`src/rtl/core/hcaf_pkg.sv`:
```
`timescale 1ns / 1ps

package hcaf_pkg;

  localparam int unsigned CmdWidth  = 6;
  localparam int unsigned WordWidth = 16;
  localparam int unsigned ByteWidth = 8;
  localparam int unsigned BitIdxW   = 3;

  // decimal adjust constants
  localparam logic [7:0] DaaHiAdj = 8'h60;
  localparam logic [7:0] DaaLoAdj = 8'h06;
  localparam logic [7:0] DaaLimit = 8'h99;
  localparam logic [3:0] DaaDigit = 4'h9;

  typedef enum logic [CmdWidth-1:0] {
    CMD_ADD   = 6'd0,
    CMD_ADC   = 6'd1,
    CMD_SUB   = 6'd2,
    CMD_SBC   = 6'd3,
    CMD_AND   = 6'd4,
    CMD_XOR   = 6'd5,
    CMD_OR    = 6'd6,
    CMD_CP    = 6'd7,
    CMD_INC   = 6'd8,
    CMD_DEC   = 6'd9,
    CMD_DAA   = 6'd10,
    CMD_CPL   = 6'd11,
    CMD_SCF   = 6'd12,
    CMD_CCF   = 6'd13,
    CMD_RLC   = 6'd14,
    CMD_RRC   = 6'd15,
    CMD_RL    = 6'd16,
    CMD_RR    = 6'd17,
    CMD_SLA   = 6'd18,
    CMD_SRA   = 6'd19,
    CMD_SRL   = 6'd20,
    CMD_SWAP  = 6'd21,
    CMD_BIT   = 6'd22,
    CMD_RES   = 6'd23,
    CMD_SET   = 6'd24,
    CMD_RLCA  = 6'd25,
    CMD_RRCA  = 6'd26,
    CMD_RLA   = 6'd27,
    CMD_RRA   = 6'd28,
    CMD_ADD16 = 6'd29,
    CMD_SPE8  = 6'd30,
    CMD_INC16 = 6'd31,
    CMD_DEC16 = 6'd32
  } alu_cmd_e;

  typedef struct packed {
    logic [CmdWidth-1:0]  cmd;
    logic [WordWidth-1:0] operand_a;
    logic [WordWidth-1:0] operand_b;
    logic [BitIdxW-1:0]   bit_index;
    logic                 zero_in;
    logic                 subtract_in;
    logic                 half_in;
    logic                 carry_in;
  } alu_req_t;

  typedef struct packed {
    logic [WordWidth-1:0] result;
    logic                 zero_out;
    logic                 subtract_out;
    logic                 half_out;
    logic                 carry_out;
  } alu_rsp_t;

endpackage

```
`src/rtl/core/hcaf_if.sv`:
```
`timescale 1ns / 1ps

interface hcaf_req_if import hcaf_pkg::*; ();
  logic                 valid;
  logic                 ready;
  logic [CmdWidth-1:0]  cmd;
  logic [WordWidth-1:0] operand_a;
  logic [WordWidth-1:0] operand_b;
  logic [BitIdxW-1:0]   bit_index;
  logic                 zero_in;
  logic                 subtract_in;
  logic                 half_in;
  logic                 carry_in;

  modport source (
    output valid, cmd, operand_a, operand_b, bit_index,
           zero_in, subtract_in, half_in, carry_in,
    input  ready
  );

  modport sink (
    input  valid, cmd, operand_a, operand_b, bit_index,
           zero_in, subtract_in, half_in, carry_in,
    output ready
  );
endinterface

interface hcaf_rsp_if import hcaf_pkg::*; ();
  logic                 valid;
  logic                 ready;
  logic [WordWidth-1:0] result;
  logic                 zero_out;
  logic                 subtract_out;
  logic                 half_out;
  logic                 carry_out;

  modport source (
    output valid, result, zero_out, subtract_out, half_out, carry_out,
    input  ready
  );

  modport sink (
    input  valid, result, zero_out, subtract_out, half_out, carry_out,
    output ready
  );
endinterface

```
`src/rtl/core/hcaf_alu.sv`:
```
`timescale 1ns / 1ps

module hcaf_alu import hcaf_pkg::*; (
  input  alu_req_t req_i,
  output alu_rsp_t rsp_o
);

  logic [7:0]  a;
  logic [7:0]  b;
  logic [15:0] a16;
  logic [15:0] b16;
  logic [7:0]  mask;
  logic        ci_add;
  logic        ci_sub;
  logic [8:0]  add_sum;
  logic [4:0]  add_half;
  logic [8:0]  sub_diff;
  logic [4:0]  sub_half;
  logic [16:0] w_sum;
  logic [12:0] w_half;
  logic [15:0] sp_sum;
  logic [4:0]  sp_half;
  logic [8:0]  sp_byte;
  logic        daa_hi;
  logic        daa_lo;
  logic [7:0]  daa_val;
  logic [7:0]  r8;
  logic [15:0] r16;
  logic        wide;
  logic        z;
  logic        n;
  logic        h;
  logic        c;

  assign a   = req_i.operand_a[7:0];
  assign b   = req_i.operand_b[7:0];
  assign a16 = req_i.operand_a;
  assign b16 = req_i.operand_b;

  assign mask = 8'd1 << req_i.bit_index;

  // adc and sbc take the incoming carry, plain add, sub and cp do not
  assign ci_add = (req_i.cmd == CMD_ADC) & req_i.carry_in;
  assign ci_sub = (req_i.cmd == CMD_SBC) & req_i.carry_in;

  assign add_sum  = {1'b0, a} + {1'b0, b} + {8'd0, ci_add};
  assign add_half = {1'b0, a[3:0]} + {1'b0, b[3:0]} + {4'd0, ci_add};
  assign sub_diff = {1'b0, a} - {1'b0, b} - {8'd0, ci_sub};
  assign sub_half = {1'b0, a[3:0]} - {1'b0, b[3:0]} - {4'd0, ci_sub};

  assign w_sum   = {1'b0, a16} + {1'b0, b16};
  assign w_half  = {1'b0, a16[11:0]} + {1'b0, b16[11:0]};
  assign sp_sum  = a16 + {{8{b[7]}}, b};
  assign sp_half = {1'b0, a16[3:0]} + {1'b0, b[3:0]};
  assign sp_byte = {1'b0, a16[7:0]} + {1'b0, b};

  // decimal adjust, direction set by the incoming subtract flag
  always_comb begin
    daa_hi = req_i.carry_in | (a > DaaLimit);
    daa_lo = req_i.half_in | (a[3:0] > DaaDigit);
    if (req_i.subtract_in) begin
      daa_val = a - (req_i.carry_in ? DaaHiAdj : 8'h00)
                  - (req_i.half_in ? DaaLoAdj : 8'h00);
    end else begin
      daa_val = a + (daa_hi ? DaaHiAdj : 8'h00) + (daa_lo ? DaaLoAdj : 8'h00);
    end
  end

  always_comb begin
    r8   = a;
    r16  = a16;
    wide = 1'b0;
    z    = req_i.zero_in;
    n    = req_i.subtract_in;
    h    = req_i.half_in;
    c    = req_i.carry_in;
    unique case (req_i.cmd)
      CMD_ADD, CMD_ADC: begin
        r8 = add_sum[7:0];
        z  = (add_sum[7:0] == 8'h00);
        n  = 1'b0;
        h  = add_half[4];
        c  = add_sum[8];
      end
      CMD_SUB, CMD_SBC, CMD_CP: begin
        if (req_i.cmd != CMD_CP) begin
          r8 = sub_diff[7:0];
        end
        z = (sub_diff[7:0] == 8'h00);
        n = 1'b1;
        h = sub_half[4];
        c = sub_diff[8];
      end
      CMD_AND: begin
        r8 = a & b;
        z  = ((a & b) == 8'h00);
        n  = 1'b0;
        h  = 1'b1;
        c  = 1'b0;
      end
      CMD_XOR: begin
        r8 = a ^ b;
        z  = ((a ^ b) == 8'h00);
        n  = 1'b0;
        h  = 1'b0;
        c  = 1'b0;
      end
      CMD_OR: begin
        r8 = a | b;
        z  = ((a | b) == 8'h00);
        n  = 1'b0;
        h  = 1'b0;
        c  = 1'b0;
      end
      CMD_INC: begin
        r8 = a + 8'd1;
        z  = (a == 8'hFF);
        n  = 1'b0;
        h  = (a[3:0] == 4'hF);
      end
      CMD_DEC: begin
        r8 = a - 8'd1;
        z  = (a == 8'h01);
        n  = 1'b1;
        h  = (a[3:0] == 4'h0);
      end
      CMD_DAA: begin
        r8 = daa_val;
        z  = (daa_val == 8'h00);
        h  = 1'b0;
        if (!req_i.subtract_in) begin
          c = daa_hi;
        end
      end
      CMD_CPL: begin
        r8 = ~a;
        n  = 1'b1;
        h  = 1'b1;
      end
      CMD_SCF: begin
        n = 1'b0;
        h = 1'b0;
        c = 1'b1;
      end
      CMD_CCF: begin
        n = 1'b0;
        h = 1'b0;
        c = ~req_i.carry_in;
      end
      CMD_RLC, CMD_RLCA: begin
        r8 = {a[6:0], a[7]};
        c  = a[7];
        n  = 1'b0;
        h  = 1'b0;
        z  = (req_i.cmd == CMD_RLC) && (a == 8'h00);
      end
      CMD_RRC, CMD_RRCA: begin
        r8 = {a[0], a[7:1]};
        c  = a[0];
        n  = 1'b0;
        h  = 1'b0;
        z  = (req_i.cmd == CMD_RRC) && (a == 8'h00);
      end
      CMD_RL, CMD_RLA: begin
        r8 = {a[6:0], req_i.carry_in};
        c  = a[7];
        n  = 1'b0;
        h  = 1'b0;
        z  = (req_i.cmd == CMD_RL) && ({a[6:0], req_i.carry_in} == 8'h00);
      end
      CMD_RR, CMD_RRA: begin
        r8 = {req_i.carry_in, a[7:1]};
        c  = a[0];
        n  = 1'b0;
        h  = 1'b0;
        z  = (req_i.cmd == CMD_RR) && ({req_i.carry_in, a[7:1]} == 8'h00);
      end
      CMD_SLA: begin
        r8 = {a[6:0], 1'b0};
        c  = a[7];
        n  = 1'b0;
        h  = 1'b0;
        z  = (a[6:0] == 7'h00);
      end
      CMD_SRA: begin
        r8 = {a[7], a[7:1]};
        c  = a[0];
        n  = 1'b0;
        h  = 1'b0;
        z  = (a[7:1] == 7'h00);
      end
      CMD_SRL: begin
        r8 = {1'b0, a[7:1]};
        c  = a[0];
        n  = 1'b0;
        h  = 1'b0;
        z  = (a[7:1] == 7'h00);
      end
      CMD_SWAP: begin
        r8 = {a[3:0], a[7:4]};
        c  = 1'b0;
        n  = 1'b0;
        h  = 1'b0;
        z  = (a == 8'h00);
      end
      CMD_BIT: begin
        z = ((a & mask) == 8'h00);
        n = 1'b0;
        h = 1'b1;
      end
      CMD_RES: r8 = a & ~mask;
      CMD_SET: r8 = a | mask;
      CMD_ADD16: begin
        wide = 1'b1;
        r16  = w_sum[15:0];
        n    = 1'b0;
        h    = w_half[12];
        c    = w_sum[16];
      end
      CMD_SPE8: begin
        wide = 1'b1;
        r16  = sp_sum;
        z    = 1'b0;
        n    = 1'b0;
        h    = sp_half[4];
        c    = sp_byte[8];
      end
      CMD_INC16: begin
        wide = 1'b1;
        r16  = a16 + 16'd1;
      end
      CMD_DEC16: begin
        wide = 1'b1;
        r16  = a16 - 16'd1;
      end
      // unused codes pass the operand and flags straight through
      default: wide = 1'b1;
    endcase
  end

  assign rsp_o.result       = wide ? r16 : {8'h00, r8};
  assign rsp_o.zero_out     = z;
  assign rsp_o.subtract_out = n;
  assign rsp_o.half_out     = h;
  assign rsp_o.carry_out    = c;

endmodule

```
`src/rtl/core/handheld_cpu_alu_flags_core.sv`:
```
`timescale 1ns / 1ps

// ALU and flag unit of an 8-bit handheld CPU: one operation code, two
// operands, a bit index and the incoming Z, N, H, C flags go in, the result
// and the updated flags come out. Every operation is combinational logic
// between the input register and the result register, so a transfer can be
// accepted on every clock while the pipeline is not stalled; an accepted
// transfer is held in the input register and then in the result register.
// A stalled result only holds the pipeline while both registers are full.
// 8-bit operations return zero in the upper result byte; unused operation
// codes return operand_a with the flags unchanged.
module handheld_cpu_alu_flags_core import hcaf_pkg::*; (
  input logic        clk_i,
  input logic        rst_ni,
  hcaf_req_if.sink   req_i,
  hcaf_rsp_if.source rsp_o
);

  alu_req_t s1_d;
  alu_req_t s1_q;
  logic     s1_valid_q;
  alu_rsp_t alu_rsp;
  alu_rsp_t out_q;
  logic     out_valid_q;
  logic     s1_ready;

  // the input stage moves on when the result register is empty or being taken
  assign s1_ready    = !out_valid_q || rsp_o.ready;
  assign req_i.ready = !s1_valid_q || s1_ready;

  assign s1_d.cmd         = req_i.cmd;
  assign s1_d.operand_a   = req_i.operand_a;
  assign s1_d.operand_b   = req_i.operand_b;
  assign s1_d.bit_index   = req_i.bit_index;
  assign s1_d.zero_in     = req_i.zero_in;
  assign s1_d.subtract_in = req_i.subtract_in;
  assign s1_d.half_in     = req_i.half_in;
  assign s1_d.carry_in    = req_i.carry_in;

  always_ff @(posedge clk_i or negedge rst_ni) begin
    if (!rst_ni) begin
      s1_valid_q  <= 1'b0;
      out_valid_q <= 1'b0;
    end else begin
      if (req_i.ready) begin
        s1_valid_q <= req_i.valid;
      end
      if (s1_ready) begin
        out_valid_q <= s1_valid_q;
      end
    end
  end

  always_ff @(posedge clk_i) begin
    if (req_i.valid && req_i.ready) begin
      s1_q <= s1_d;
    end
    if (s1_valid_q && s1_ready) begin
      out_q <= alu_rsp;
    end
  end

  hcaf_alu u_alu (
    .req_i (s1_q),
    .rsp_o (alu_rsp)
  );

  assign rsp_o.valid        = out_valid_q;
  assign rsp_o.result       = out_q.result;
  assign rsp_o.zero_out     = out_q.zero_out;
  assign rsp_o.subtract_out = out_q.subtract_out;
  assign rsp_o.half_out     = out_q.half_out;
  assign rsp_o.carry_out    = out_q.carry_out;

  a_accept_loads_stage: assert property (@(posedge clk_i) disable iff (!rst_ni)
    req_i.valid && req_i.ready |=> s1_valid_q)
    else $error("accepted transfer did not reach the input register");

  a_ready_has_room: assert property (@(posedge clk_i) disable iff (!rst_ni)
    req_i.ready |-> (!s1_valid_q || !out_valid_q || rsp_o.ready))
    else $error("input ready while both stages are full and stalled");

  a_stage_moves_out: assert property (@(posedge clk_i) disable iff (!rst_ni)
    s1_valid_q && s1_ready |=> out_valid_q)
    else $error("input register advanced without filling the result register");

  a_drain_empties: assert property (@(posedge clk_i) disable iff (!rst_ni)
    rsp_o.valid && rsp_o.ready && !s1_valid_q |=> !out_valid_q)
    else $error("result register still valid after its transfer");

  a_byte_ops_high_zero: assert property (@(posedge clk_i) disable iff (!rst_ni)
    s1_valid_q && s1_ready && (s1_q.cmd <= CMD_RRA) |=> (out_q.result[15:8] == 8'h00))
    else $error("8-bit operation left a non-zero upper result byte");

endmodule
```
`src/flat_wrapper.sv`:
```
// flat-port wrapper written by rule: the top's interface ports become plain ports
module handheld_cpu_alu_flags_core_flat import hcaf_pkg::*;
  (clk_i, rst_ni, req_i_valid, req_i_cmd, req_i_operand_a, req_i_operand_b, req_i_bit_index, req_i_zero_in, req_i_subtract_in, req_i_half_in, req_i_carry_in, req_i_ready, rsp_o_valid, rsp_o_result, rsp_o_zero_out, rsp_o_subtract_out, rsp_o_half_out, rsp_o_carry_out, rsp_o_ready);
  hcaf_req_if req_i_i ();
  hcaf_rsp_if rsp_o_i ();
  input logic clk_i;
  input logic rst_ni;
  input wire logic [$bits(req_i_i.valid)-1:0] req_i_valid;
  input wire logic [$bits(req_i_i.cmd)-1:0] req_i_cmd;
  input wire logic [$bits(req_i_i.operand_a)-1:0] req_i_operand_a;
  input wire logic [$bits(req_i_i.operand_b)-1:0] req_i_operand_b;
  input wire logic [$bits(req_i_i.bit_index)-1:0] req_i_bit_index;
  input wire logic [$bits(req_i_i.zero_in)-1:0] req_i_zero_in;
  input wire logic [$bits(req_i_i.subtract_in)-1:0] req_i_subtract_in;
  input wire logic [$bits(req_i_i.half_in)-1:0] req_i_half_in;
  input wire logic [$bits(req_i_i.carry_in)-1:0] req_i_carry_in;
  output wire logic [$bits(req_i_i.ready)-1:0] req_i_ready;
  output wire logic [$bits(rsp_o_i.valid)-1:0] rsp_o_valid;
  output wire logic [$bits(rsp_o_i.result)-1:0] rsp_o_result;
  output wire logic [$bits(rsp_o_i.zero_out)-1:0] rsp_o_zero_out;
  output wire logic [$bits(rsp_o_i.subtract_out)-1:0] rsp_o_subtract_out;
  output wire logic [$bits(rsp_o_i.half_out)-1:0] rsp_o_half_out;
  output wire logic [$bits(rsp_o_i.carry_out)-1:0] rsp_o_carry_out;
  input wire logic [$bits(rsp_o_i.ready)-1:0] rsp_o_ready;
  assign req_i_i.valid = req_i_valid;
  assign req_i_i.cmd = req_i_cmd;
  assign req_i_i.operand_a = req_i_operand_a;
  assign req_i_i.operand_b = req_i_operand_b;
  assign req_i_i.bit_index = req_i_bit_index;
  assign req_i_i.zero_in = req_i_zero_in;
  assign req_i_i.subtract_in = req_i_subtract_in;
  assign req_i_i.half_in = req_i_half_in;
  assign req_i_i.carry_in = req_i_carry_in;
  assign req_i_ready = req_i_i.ready;
  assign rsp_o_valid = rsp_o_i.valid;
  assign rsp_o_result = rsp_o_i.result;
  assign rsp_o_zero_out = rsp_o_i.zero_out;
  assign rsp_o_subtract_out = rsp_o_i.subtract_out;
  assign rsp_o_half_out = rsp_o_i.half_out;
  assign rsp_o_carry_out = rsp_o_i.carry_out;
  assign rsp_o_i.ready = rsp_o_ready;
  handheld_cpu_alu_flags_core u_core (.clk_i(clk_i), .rst_ni(rst_ni), .req_i(req_i_i), .rsp_o(rsp_o_i));
endmodule
```
`config.mk`:
```
export PLATFORM = sky130hd
export DESIGN_NAME = handheld_cpu_alu_flags_core_flat
export DESIGN_NICKNAME = d
export VERILOG_FILES = /design/src/rtl/core/hcaf_pkg.sv /design/src/rtl/core/hcaf_if.sv /design/src/rtl/core/hcaf_alu.sv /design/src/rtl/core/handheld_cpu_alu_flags_core.sv /design/src/flat_wrapper.sv
export SDC_FILE = /design/constraint.sdc
export NUM_CORES = 1
export LEC_CHECK = 0
export BUFFER_PORTS_ARGS = -buffer_cell sky130_fd_sc_hd__buf_4
export CORE_ASPECT_RATIO = 1.25
export CORE_MARGIN = 2
export CORE_UTILIZATION = 35
export CTS_BUF_LIST = sky130_fd_sc_hd__clkbuf_16
export CTS_CLUSTER_SIZE = 8
export DETAILED_ROUTE_END_ITERATION = 8
export PLACE_DENSITY = 0.63
export SYNTH_ARGS = -nofsm -noshare
export SYNTH_HDL_FRONTEND = slang
export SYNTH_SLANG_ARGS = --single-unit
```
`constraint.sdc`:
```
create_clock -name clk_i -period 4.3 [get_ports clk_i]
set_clock_uncertainty 0.2 [all_clocks]
set_input_delay 0.645 -clock clk_i [delete_from_list [all_inputs] [get_ports clk_i]]
set_output_delay 0.645 -clock clk_i [all_outputs]
set_load 0.02 [all_outputs]
```
-- Yosys cells after proc, flatten, opt, wreduce, memory -nomap -nowiden
Cells that the tools add are included.
- add/subtract/negate cells: 19
- magnitude comparators: 2
- eq/ne operators: 36
- shift operators: 1
- muxes and demuxes: 14
- bitwise operators: 13
- reductions and logical operators: 39
- operator list (kind ; number):
    $pmux 8 s19 ; 1
    $eq 6x5->1 const B ; 16
    $logic_not 8->1 ; 10
    $pmux 16 s4 ; 1
    $eq 6x4->1 const B ; 8
    $reduce_or 29->1 ; 1
    $and 8x8->8 ; 3
    $eq 6x3->1 const B ; 4
    $mux 8 ; 3
    $reduce_or 23->1 ; 1
    $add 16x16->17 ; 1
    $pmux 1 s17 ; 1
    $reduce_or 17->1 ; 1
    $add 16x1->16 const B ; 1
    $add 16x16->16 ; 1
    $not 8->8 ; 2
    $or 8x8->8 ; 2
    $sub 16x1->16 const B ; 1
    $logic_not 7->1 ; 2
    $mux 7 ; 2
    $add 12x12->13 ; 1
    $eq 6x2->1 const B ; 2
    $reduce_or 2->1 ; 6
    $pmux 1 s10 ; 1
    40 further kinds ; 52
- register bits after elaboration: 67
- input port bits: 49
- output and inout port bits: 22
- word-level logic and storage cells: 140

-- Longest topological paths before layout
Gate-level depths: netlist of run 1.
- depth in word-level cells: 8
- mapped depth: 17

-- By module
A second synthesis of run 1 with hierarchy kept.
- cells, all modules: 895
- area, all modules: 7577.3 um^2
- by module, submodules not included (module ; instances ; cells an instance ; area an instance (um^2) ; seq. area each (um^2)):
    hcaf_alu ; 1 ; 822 ; 5521.5 ; 0.0
    handheld_cpu_alu_flags_core ; 1 ; 73 ; 2055.7 ; 2001.9

-- Worst setup path before layout of run 1
No wires, ideal clock.
- path type: register to register
- from: register u_core.s1_q[40] (netlist bit)
- to: register u_core.out_q, in the netlist u_core.rsp_o.carry_out (data pin)
- library setup time: 261 ps
- arrival: 4053 ps
- data required time: 3839 ps
- slack: -214 ps
- cell stages (with the launch flop): 17
- buffers on the path: 2
- cells stage by stage: edfxtp_1 > clkbuf_1 > and2_1 > clkbuf_1 > nand3_1 > fa_1 > inv_1 > ha_1 > or2_2 > fa_1 > o21a_1 > nor4_1 > o31ai_1 > xnor2_1 > a2111oi_0 > o211ai_1 > o32a_1
- RTL lines (what ; RTL line ; RTL):
    start, declared ; handheld_cpu_alu_flags_core.sv:20 ; alu_req_t s1_q;
    start signal, assigned ; handheld_cpu_alu_flags_core.sv:56 ; s1_q <= s1_d;
    end signal, assigned ; handheld_cpu_alu_flags_core.sv:59 ; out_q <= alu_rsp;
    end, declared ; handheld_cpu_alu_flags_core.sv:23 ; alu_rsp_t out_q;

==> results of run 1 <==
-- layout make-up --
class | instances | area, um^2 | area share
Tap cell | 279 | 349 | 0.0378
Multi-Input combinational cell | 767 | 5420 | 0.587
Inverter | 50 | 188 | 0.0203
Sequential cell | 67 | 2000 | 0.217
Clock buffer | 9 | 225 | 0.0244
Clock inverter | 7 | 52.6 | 0.00569
Timing Repair Buffer | 132 | 1000 | 0.108
-- how the worst max path moves through the flow --
stage,startpoint,end,slack [ns],cells past startpoint
floorplan,u_core.s1_q[41],u_core.rsp_o.carry_out,0.06,15
global placement,u_core.s1_q[42],u_core.rsp_o.carry_out,-0.49,15
detailed placement,u_core.s1_q[42],u_core.rsp_o.carry_out,-0.52,15
CTS,u_core.s1_q[43],u_core.rsp_o.carry_out,-0.20,15
global route,u_core.s1_q[42],u_core.rsp_o.carry_out,-0.26,15
finish,u_core.s1_q[42],u_core.rsp_o.carry_out,-0.13,15
-- routing by layer --
metal  wire (um)  up-vias  part of all wire
met5           0        -                 0
met4        2320        0             0.074
met2       14300      419              0.46
met3        2170      128             0.069
li1            -     3731                 -
met1       12400     3829              0.40
-- placed cells by master (no fill, tap or decap), types with 7 or more instances in the layout --
master     instances
o41ai_1            7
a211oi_1          12
xnor2_1           39
nand4_1           14
o22ai_1           11
clkbuf_16          9
nand2b_1          15
edfxtp_1          65
nor2b_1           12
a221oi_1           7
a31oi_1            9
inv_1             47
a22oi_1           16
nor4_1             8
ha_1              71
and3_1            12
nor2_1            72
nand2_1           79
o211ai_1          10
nor3_1            20
nand3_1           36
o21ai_0           57
buf_4            129
a21o_1            10
a21oi_1           60
mux2i_1           11
xor2_1            14
nand3b_1          10
or3_1             13
-- flip-flops by register name (all words and copies together), names as in the netlist --
| register | cells |
|---|---|
| u_core.rsp_o.half_out | 1 |
| u_core.rsp_o.subtract_out | 1 |
| u_core.rsp_o.carry_out | 1 |
| u_core.rsp_o.result | 16 |
| u_core.s1_valid_q | 1 |
| u_core.s1_q | 45 |
| u_core.rsp_o.valid | 1 |
| u_core.rsp_o.zero_out | 1 |
-- through the flow --
| stage | cell area (um^2) | instances | TNS, ns | util |
|---|---|---|---|---|
| 2_1_floorplan | 7750 | 938 | 0 | - |
| 3_3_place_gp | 8850 | 1291 | -0.508 | 0.409 |
| 3_5_place_dp | 8850 | 1291 | -0.626 | 0.409 |
| 4_1_cts | 9180 | 1309 | -0.195 | 0.425 |
| 5_1_grt | 9230 | 1311 | -0.481 | 0.427 |
| 6_report | 9230 | 1311 | -0.148 | 0.427 |
-- cells in the mapped netlist, types with 6 or more instances --
cell type  count  area (um^2)
a211oi_1      12         90.1
nor2b_1       12         75.1
a211o_1        6         52.6
o221ai_1       7         61.3
and3_1        12         75.1
clkbuf_1      34          128
a221oi_1       8         70.1
nand3b_1      10         75.1
buf_2         13         65.1
nor3_1        22          110
or2_2          7         43.8
xor2_1        14          123
mux2i_1       11          110
xnor2_1       40          350
nand4_1       14         87.6
nand3_1       37          185
or3_1         13         81.3
inv_1         48          180
nor2_1        73          274
a21oi_1       60          300
a21o_1        10         75.1
and2_1         7         43.8
o21bai_1       6         45.0
edfxtp_1      65         1950
a22oi_1       16          120
ha_1          72          901
o22ai_1       11         68.8
nor4_1         9         56.3
o211ai_1      10         75.1
nand2_1       79          297
a2111oi_0      6         52.6
a31oi_1       10         62.6
buf_1          7         26.3
o21ai_0       57          285
o41ai_1        8         70.1
nand2b_1      15         93.8
-- logic make-up (layout without fill, tap and decap cells) --
logic type / count (synthesis) / after routing / synth area share
and+or+nand+nor: 339 / 339 / 0.230
AOI/OAI and AO/OA: 281 / 281 / 0.247
buffers and inverters: 104 / 198 / 0.0525
adders and majority gates: 77 / 77 / 0.129
DFF: 67 / 67 / 0.259
xor gates and xnor gates: 54 / 54 / 0.0611
muxes: 16 / 16 / 0.0215
-- power breakdown --
part,internal [mW],switching (mW)
clock,0.396,0.339
sequential,0.781,0.0395
combinational,0.417,0.651
total,1.59,1.03
-- repair_timing --
action | in CTS | in global routing
pin swaps | 2 | 6
endpoints found under the setup margin | 3 | 8
hold endpoints to repair | 2 | 0
resized for setup | 7 | 9
setup buffers | 1 | 2
hold buffers | 1 | 0
-- worst max-delay path: stages (launching register included) --
cell and delay (ns):
edfxtp_1 0.43, nor4_4 0.34, nand3_2 0.18, fa_1 0.54, inv_1 0.06, ha_2 0.17, or2_4 0.22, fa_2 0.34
o21a_1 0.19, nor4_2 0.19, o31ai_1 0.14, xnor2_1 0.19, a2111oi_2 0.41, buf_4 0.18, o211ai_1 0.07, o32a_1 0.35
==> impl_results.md, run 1 <==
- Status: finished, violations left
- Failing checks: negative setup slack
- Power Density: approximately 280 nW/um^2
- Total gr overflow: 0
- FILL cells: 2241
- First DRT Iteration DRCs: around 1k
- Total CTS buffers: 9
- Element type at the critical path end: flop
- Final hold vios: 0
- Max VDD drop: ~0.00019 V
- Die area: about 23000 um^2
- Syn Std Cell Area: approximately 7700 um^2
- Minimum clock period: ~4.4 ns
- Startpoint types: flop
- Unrepaired setup endpoints after global routing: true
- P&R area growth vs syn: 19.3%
- Max Slew Vio Count: 0
- CP Max Fanout: 2
- Initial Utilization: 0.358
- Largest net degree at the start of global routing: 35
- Register-to-register setup slack: -0.13 ns
- Clk Latency, worst-skew pair: roughly 0.36 ns
- Post-Synthesis Cells: 938
- Row count: 60
- CTS Sinks: between 60 and 70
- I/O pin cnt: 71
- HP Class: in2reg
- Leakage power: roughly 3.6 nW
- GRT busiest layer: met2
- DRC viols: 0
- Pwr Total: roughly 2.6 mW
- Die outline height: roughly 170 um
- Routed vias: approximately 8k
- Routed wire length: ~31000 um
- Grt met1 use: 0.332
- Initial antenna violation count: 0
- Antenna-violating nets left: 0
- H-tree lvl count: 3
- Max Root-Sink Buffers: 2
- Post-synth EDFFs: 65
- Pre-CTS WS: -0.523 ns
- Number of port buffers: 70
- Final worst slack: -0.126 ns
- Worst path required time: 4.21 ns
- Vias per inst: between 6 and 7
- Hold_sp: req_i_operand_a[14]
- Ys async rst share: 0.0299
- Mean post-synth cell area: 8.25 um^2
- First-pass GRT wire length: roughly 47000 um
- CORE AREA: between 20000 and 25000 um^2
- Slew @ Worst Pin: between 1 and 1.5 ns
- Hold_ws: approximately 0.26 ns
- Critical path type: reg2reg
- Vias in the first global route: roughly 7.9k
- Warnings, synthesis: 0
- Synth cell types: 78
- Hold path depth: 1
- Post-Syn Nets: 1064
- GP Congestion: approximately 1.0
- Layout cells sized above 1: 0.180
- Final period utilization: 1.03
- Top_reg_cell synth: edfxtp_1
- Final net count: ~1.2k
- FF+latch count, synth: 67
- Cells on worst reg2reg path: 15
- CTS clock-pin slew for the worst setup and hold paths: around 0.07 ns
- Hold endpoint: u_core.s1_q[37]
- GR Util met3: 0.0453
- ANT cells: 0
- Die width: about 140 um
- Maximum capacitance violations: 0
- Arrival time at the worst endpoint: roughly 4.3 ns
- Slew headroom: 0.326
- Met2 usage: 0.430
- Root Buffer Master: clkbuf_16
- Fmax: ~230 MHz
- Final setup vio count: 2
- Seq/Total Area, Yosys: 0.259
- Reg-to-Reg Start: u_core.s1_q[42]
- Routed len/inst: between 20 and 25 um
- Drt pass-1 iters: 5
- CTS tree: yes
- HPWL after detailed placement: between 20000 and 25000 um
- GRT Util Overall: 0.269
- R2R Path End: u_core.rsp_o.carry_out
No activity file was read; power rests on OpenSTA's default activity.
==> run 2, diff against run 1 <==
Settings changed: ABC_AREA set to 1, PLACE_DENSITY 0.63 to 0.62.
==> impl_results.md, run 2 <==
- Status: complete, no violations
- Net Sw Frac: 0.401
- Most frequent cell after synthesis: nand2_1
- Max VDD drop: 0.000206 V
- CORE AREA: approximately 22000 um^2
- Fin Setup TNS: 0 ns
- Syn Std Cell Area: approximately 8000 um^2
- Total gr overflow: 0
- CTS clock-pin slew for the worst setup and hold paths: around 0.070 ns
- Leakage power: 4.59 nW
- Top delay family on crit path: simple AND/OR/NAND/NOR gates
- Post-synth EDFFs: 65
- Most used cell, CP: nand2_1
- Max reg flops: 45
- H-tree lvl count: 3
- Largest net degree at the start of global routing: 46
- Seq/Total Area, Yosys: 0.250
- Layout cells sized above 1: 0.110
- Element type at the critical path end: flop
- GRT Util Overall: 0.267
- FILL cells: between 2k and 2.5k
- Clk Latency, worst-skew pair: about 0.36 ns
- Routed len/inst: between 20 and 25 um
- Startpoint types: flop
- ANT cells: 0
- Warnings, synthesis: 0
- Slew headroom: 0.306
- Row count: between 60 and 70
- Root Buffer Master: clkbuf_16
- Initial Utilization: 0.359
- Final setup vio count: 0
- CP Max Fanout: 6
- P_sw: between 1 and 1.5 mW
- Die area: about 24000 um^2
- I/O pin cnt: slightly above 70
- HPWL after detailed placement: about 26000 um
- Initial antenna violation count: 0
- Synth area leaders: edfxtp_1 24%, nand2_1 16%, ha_1 11%, nand3_1 8.9%, nor2_1 7.1%
- Cell Count, Final, Fillers Out: 1618
- Ys async rst share: 0.0299
- P&R area growth vs syn: 15.7%
- Power Density: a little over 300 nW/um^2
- Slew @ Worst Pin: between 1 and 1.5 ns
- Logic pwr share: 0.400
- Dominant cell type by area after synthesis: edfxtp_1
- Final hold vios: 0
- GP Congestion: 1.00
- Antenna-violating nets left: 0
- Critical path type: reg2reg
- Die outline height: around 170 um
- Critical path's slowest cell: fa_1
- Final core area utilization: 0.415
- Number of port buffers: 70
- DRC viols: 0
- Total CTS buffers: 9
- Max incr delay on CP: roughly 0.52 ns
- Share of the synthesized area in the top cell type: 0.243
- Vias per inst: approximately 5.6
- Vias in the first global route: about 8.6k
- Fmax: ~250 MHz
- Drt pass-1 iters: 6
- Pint: about 1.7 mW
- Placed Cells: approximately 1.6k
- Minimum clock period: 3.99 ns
- Synth cell types: between 40 and 50
- Max Slew Vio Count: 0
- Crit-path cells: nand2_1, inv_1, nand2_1, nor2_1, nand2_1, fa_1, inv_1, ha_1, or2_2, fa_1, nand3_1, nand2_1, xor2_1, o22ai_1, a21oi_1, nand2_1, nor2_1, a21oi_1
- Post-Synthesis Cells: 1250
- Die width: 139 um
- Sequential share of power: 0.304
- Cts repair resizes: 0
- Top reg by flops: u_core.s1_q
- Final net count: around 1.5k
- Commonest cells post-synth: 344 x nand2_1, 152 x nor2_1, 143 x nand3_1, 140 x inv_1, 72 x ha_1
- HP Class: in2reg
- Worst path required time: ~4.2 ns
- Maximum capacitance violations: 0
- Clk pwr share: 0.296
- Mean post-synth cell area: ~6.4 um^2
- Unrepaired setup endpoints after global routing: false
- CTS Sinks: 67
- Commonest cells after routing, fill and taps aside: 344 x nand2_1, 152 x nor2_1, 143 x nand3_1, 140 x inv_1, 94 x buf_4
- CP Buf/Inv Count: 2
- Final period utilization: 0.928
- First DRT Iteration DRCs: about 770
- Top_reg_cell synth: edfxtp_1
- Max Root-Sink Buffers: 2
- Post-Syn Nets: 1376
- Commonest non-fill, non-tap cell in the layout: nand2_1
- Arrival time at the worst endpoint: ~3.9 ns
- Routed vias: 9084
- CTS tree: yes
- Routed wire length: between 30000 and 40000 um
- First-pass GRT wire length: 49600 um
- FF+latch count, synth: 67
==> run 2: cell count changes in the layout (fill, tap and decap cells not counted), sizes merged, moves of 11 or more <==
cell / change
nor2: +90
nand2: +270
nor2b: -12
xnor2: -37
and3: -12
or3: -13
buf: -37
inv: +99
a22oi: -14
nand4: +14
nand3: +109
mux2i: -11
nand2b: -15
==> run 2: per-layer routing <==
metal	share of wire	vias up	routed length, um	GRT usage
met5	0	-	0	0
li1	-	4369	-	-
met1	0.41	4179	13200	0.334
met3	0.079	105	2550	0.0417
met4	0.051	0	1670	0.130
met2	0.46	431	15000	0.448
==> run 2: power by group through the flow <==
stage	logic, mW	clock network (mW)	registers (mW)
after floorplan	0.708	0	0.893
after global placement	1.10	0	0.872
after detailed placement	1.10	0	0.872
after CTS	1.11	0.853	0.858
after global routing	1.25	0.873	0.864
final	1.13	0.834	0.857
==> run 2: layout make-up <==
type                    instances  area, um^2  area share
clock buffers                   9         225      0.0243
flip-flops and latches         67        2000       0.216
clock inverters                 7        92.6     0.00997
repair buffers                 95         716      0.0771
well taps                     283         354      0.0381
multi-input cells            1002        5310       0.572
inverters                     155         583      0.0628
==> run 2: cell families after synthesis <==
kind of cell,count (synthesis),share of synthesized area
xor+xnor,12,0.0131
compound gates,190,0.135
buf+inv,181,0.0887
simple gates,723,0.389
fa+ha+maj,77,0.125
flops,67,0.250
==> run 2: path summary, 6_finish.rpt <==
path	start	end	slack [ns]	cells after the start
max in group asynchronous	rst_ni	u_core.s1_valid_q	3.40	2
max reg2reg	u_core.s1_q[40]	u_core.rsp_o.result[4]	0.31	18
min in group asynchronous	rst_ni	u_core.rsp_o.valid	0.41	2
min	req_i_bit_index[0]	u_core.s1_q[4]	0.25	1
min reg2reg	u_core.s1_valid_q	u_core.rsp_o.valid	0.31	2
max	u_core.s1_q[40]	u_core.rsp_o.result[4]	0.31	18
==> run 2: per-stage QoR <==
| step | worst slack, ns | instance area, um^2 | power [mW] | hold WS (ns) |
|---|---|---|---|---|
| 6_report | 0.308 | 9290 | 2.82 | 0.253 |
| 3_5_place_dp | 0.404 | 8960 | 1.98 | 0.231 |
| 5_1_grt | 0.0270 | 9290 | 2.98 | 0.249 |
| 3_3_place_gp | 0.506 | 8960 | 1.97 | 0.229 |
| 2_1_floorplan | 0.664 | 8020 | 1.60 | 0.149 |
| 4_1_cts | 0.382 | 9290 | 2.82 | 0.249 |
==> run 2: what timing repair did <==
action,CTS,global route
hold buffers,1,0
endpoints found under the hold margin,2,0
buffers inserted,0,0
==> run 3, diff against run 2 <==
Settings changed: RECOVER_POWER set to 100, SKIP_CTS_REPAIR_TIMING set to 1.
==> impl_results.md, run 3 (synthesized netlist as in run 2, its figures left out) <==
- Multi-input gate area: around 5300 um^2
- Largest net degree at the start of global routing: 46
- Die outline height: 173 um
- Slew headroom: -0.245
- Max VDD drop: between 0.0002 and 0.00025 V
- Routed wire length: roughly 32000 um
- Slew @ Worst Pin: ~1.9 ns
- Total CTS buffers: 9
- First-pass GRT wire length: around 50000 um
- Routed vias: 9035
- Met2 routed WL: 15200 um
- Cells on worst reg2reg path: 18
- Cell Count, Final, Fillers Out: 1618
- Commonest non-fill, non-tap cell in the layout: nand2_1
- Reg area: 2000 um^2
- Hold_sp: req_i_bit_index[0]
- Reg-to-Reg Start: u_core.s1_q[40]
- HP Class: in2reg
- Final setup vio count: 0
- Hold path depth: 1
- I/O pin cnt: just over 70
- Final net count: roughly 1.5k
- Vias in the first global route: roughly 8.6k
- P&R area growth vs syn: 14.5%
- Max Root-Sink Buffers: 2
- Met1 WL: between 10000 and 15000 um
- CTS clock-pin slew for the worst setup and hold paths: 0.07 ns
- Failing checks: max-capacitance violations, max-slew violations
- First DRT Iteration DRCs: ~830
- Maximum capacitance violations: 1
- Top reg by flops: u_core.s1_q
- Root Buffer Master: clkbuf_16
- Drt pass-1 iters: 7
- Unrepaired setup endpoints after global routing: false
- Arrival time at the worst endpoint: slightly below 4 ns
- Die area: about 24000 um^2
- Power Density: 304 nW/um^2
- Fmax: between 200 and 300 MHz
- Pwr Total: between 2 and 3 mW
- H-tree lvl count: 3
- Clk Latency, worst-skew pair: 0.36 ns
- Final period utilization: 0.929
- CORE AREA: approximately 22000 um^2
- GP Congestion: 1.00
- DRC viols: 0
- Routed len/inst: 20.1 um
- CP Max Fanout: 6
- Fin Setup TNS: 0 ns
- Initial Utilization: 0.359
- CTS Sinks: 67
- Critical path type: reg2reg
- Final core area utilization: 0.411
- Routed wire length on met3: around 2500 um
- DR top layer: met4
- Max Slew Vio Count: between 40 and 50
- Leakage power: ~4.5 nW
- Number of port buffers: 70
- Register-to-register setup slack: between 0.3 and 0.4 ns
- R2R Path End: u_core.rsp_o.result[4]
- CP Launch Point: u_core.s1_q[40]
- Row count: 61
- Vias per inst: roughly 5.6
- FILL cells: 2416
- Commonest cells after routing, fill and taps aside: 345 x nand2_1, 152 x nor2_1, 143 x nand3_1, 141 x inv_1, 72 x ha_1
- Placed Cells: 1601
- CTS tree: yes
- HPWL after detailed placement: 25500 um
- Minimum clock period: approximately 4.0 ns
- Element type at the critical path end: flop
- Total gr overflow: 0
- Layout cells sized above 1: 0.0899
- Final hold vios: 0
- Status: finished, violations left
- Antenna-violating nets left: 0
- Max reg flops: 45
- ANT cells: 0
- GRT Util Overall: 0.267
- Initial antenna violation count: 0
- Hold endpoint: u_core.s1_q[4]
- Die width: between 100 and 150 um
- Worst path required time: 4.20 ns
- Startpoint types: flop
-- run 3: area by class of cell --
cell class              instances  area share
multi-input cells            1002       0.578
flip-flops and latches         67       0.218
repair buffers                 95      0.0677
inverters                     155      0.0635
well taps                     283      0.0386
clock buffers                   9      0.0245
clock inverters                 7      0.0101
-- run 3: routing by layer --
metal  up-vias  global-route usage
li1       4370                   -
met1      4150               0.334
met2       417               0.448
met3        98              0.0417
met4         0               0.130
met5         -                   0
-- run 3: stage by stage --
step / instance area (um^2) / worst slack [ns] / hold slack (ns)
after global placement: 8960 / 0.506 / 0.229
final: 9180 / 0.307 / 0.277
after floorplan: 8020 / 0.664 / 0.149
after global routing: 9180 / 0.0270 / 0.272
after detailed placement: 8960 / 0.404 / 0.231
after CTS: 9280 / 0.382 / -0.141
-- run 3: power breakdown --
part	leakage, nW	switching, mW	internal, mW	total, mW
Clock	0.155	0.326	0.507	0.833
Sequential	0.649	0.0488	0.808	0.857
Combinational	3.69	0.754	0.345	1.10
-- run 3: worst max path at each step --
stage | cells past startpoint | endpoint | slack [ns]
floorplan | 17 | u_core.rsp_o.result[4] | 0.66
global placement | 17 | u_core.rsp_o.result[4] | 0.51
detailed placement | 17 | u_core.rsp_o.result[4] | 0.40
CTS | 17 | u_core.rsp_o.result[4] | 0.38
global route | 18 | u_core.rsp_o.result[14] | 0.03
finish | 18 | u_core.rsp_o.result[4] | 0.31
-- run 3: worst max-delay path: stages, from the launching register on --
cell and delay, ns:
edfxtp_1 0.47, nand2_1 0.14, inv_1 0.09, nand2_1 0.07, nor2_1 0.26, nand2_1 0.11, fa_1 0.52, inv_1 0.05
ha_1 0.17, or2_2 0.28, fa_1 0.43, nand3_1 0.14, nand2_1 0.09, xor2_1 0.19, o22ai_1 0.10, a21oi_1 0.15
nand2_1 0.08, nor2_1 0.10, a21oi_1 0.07
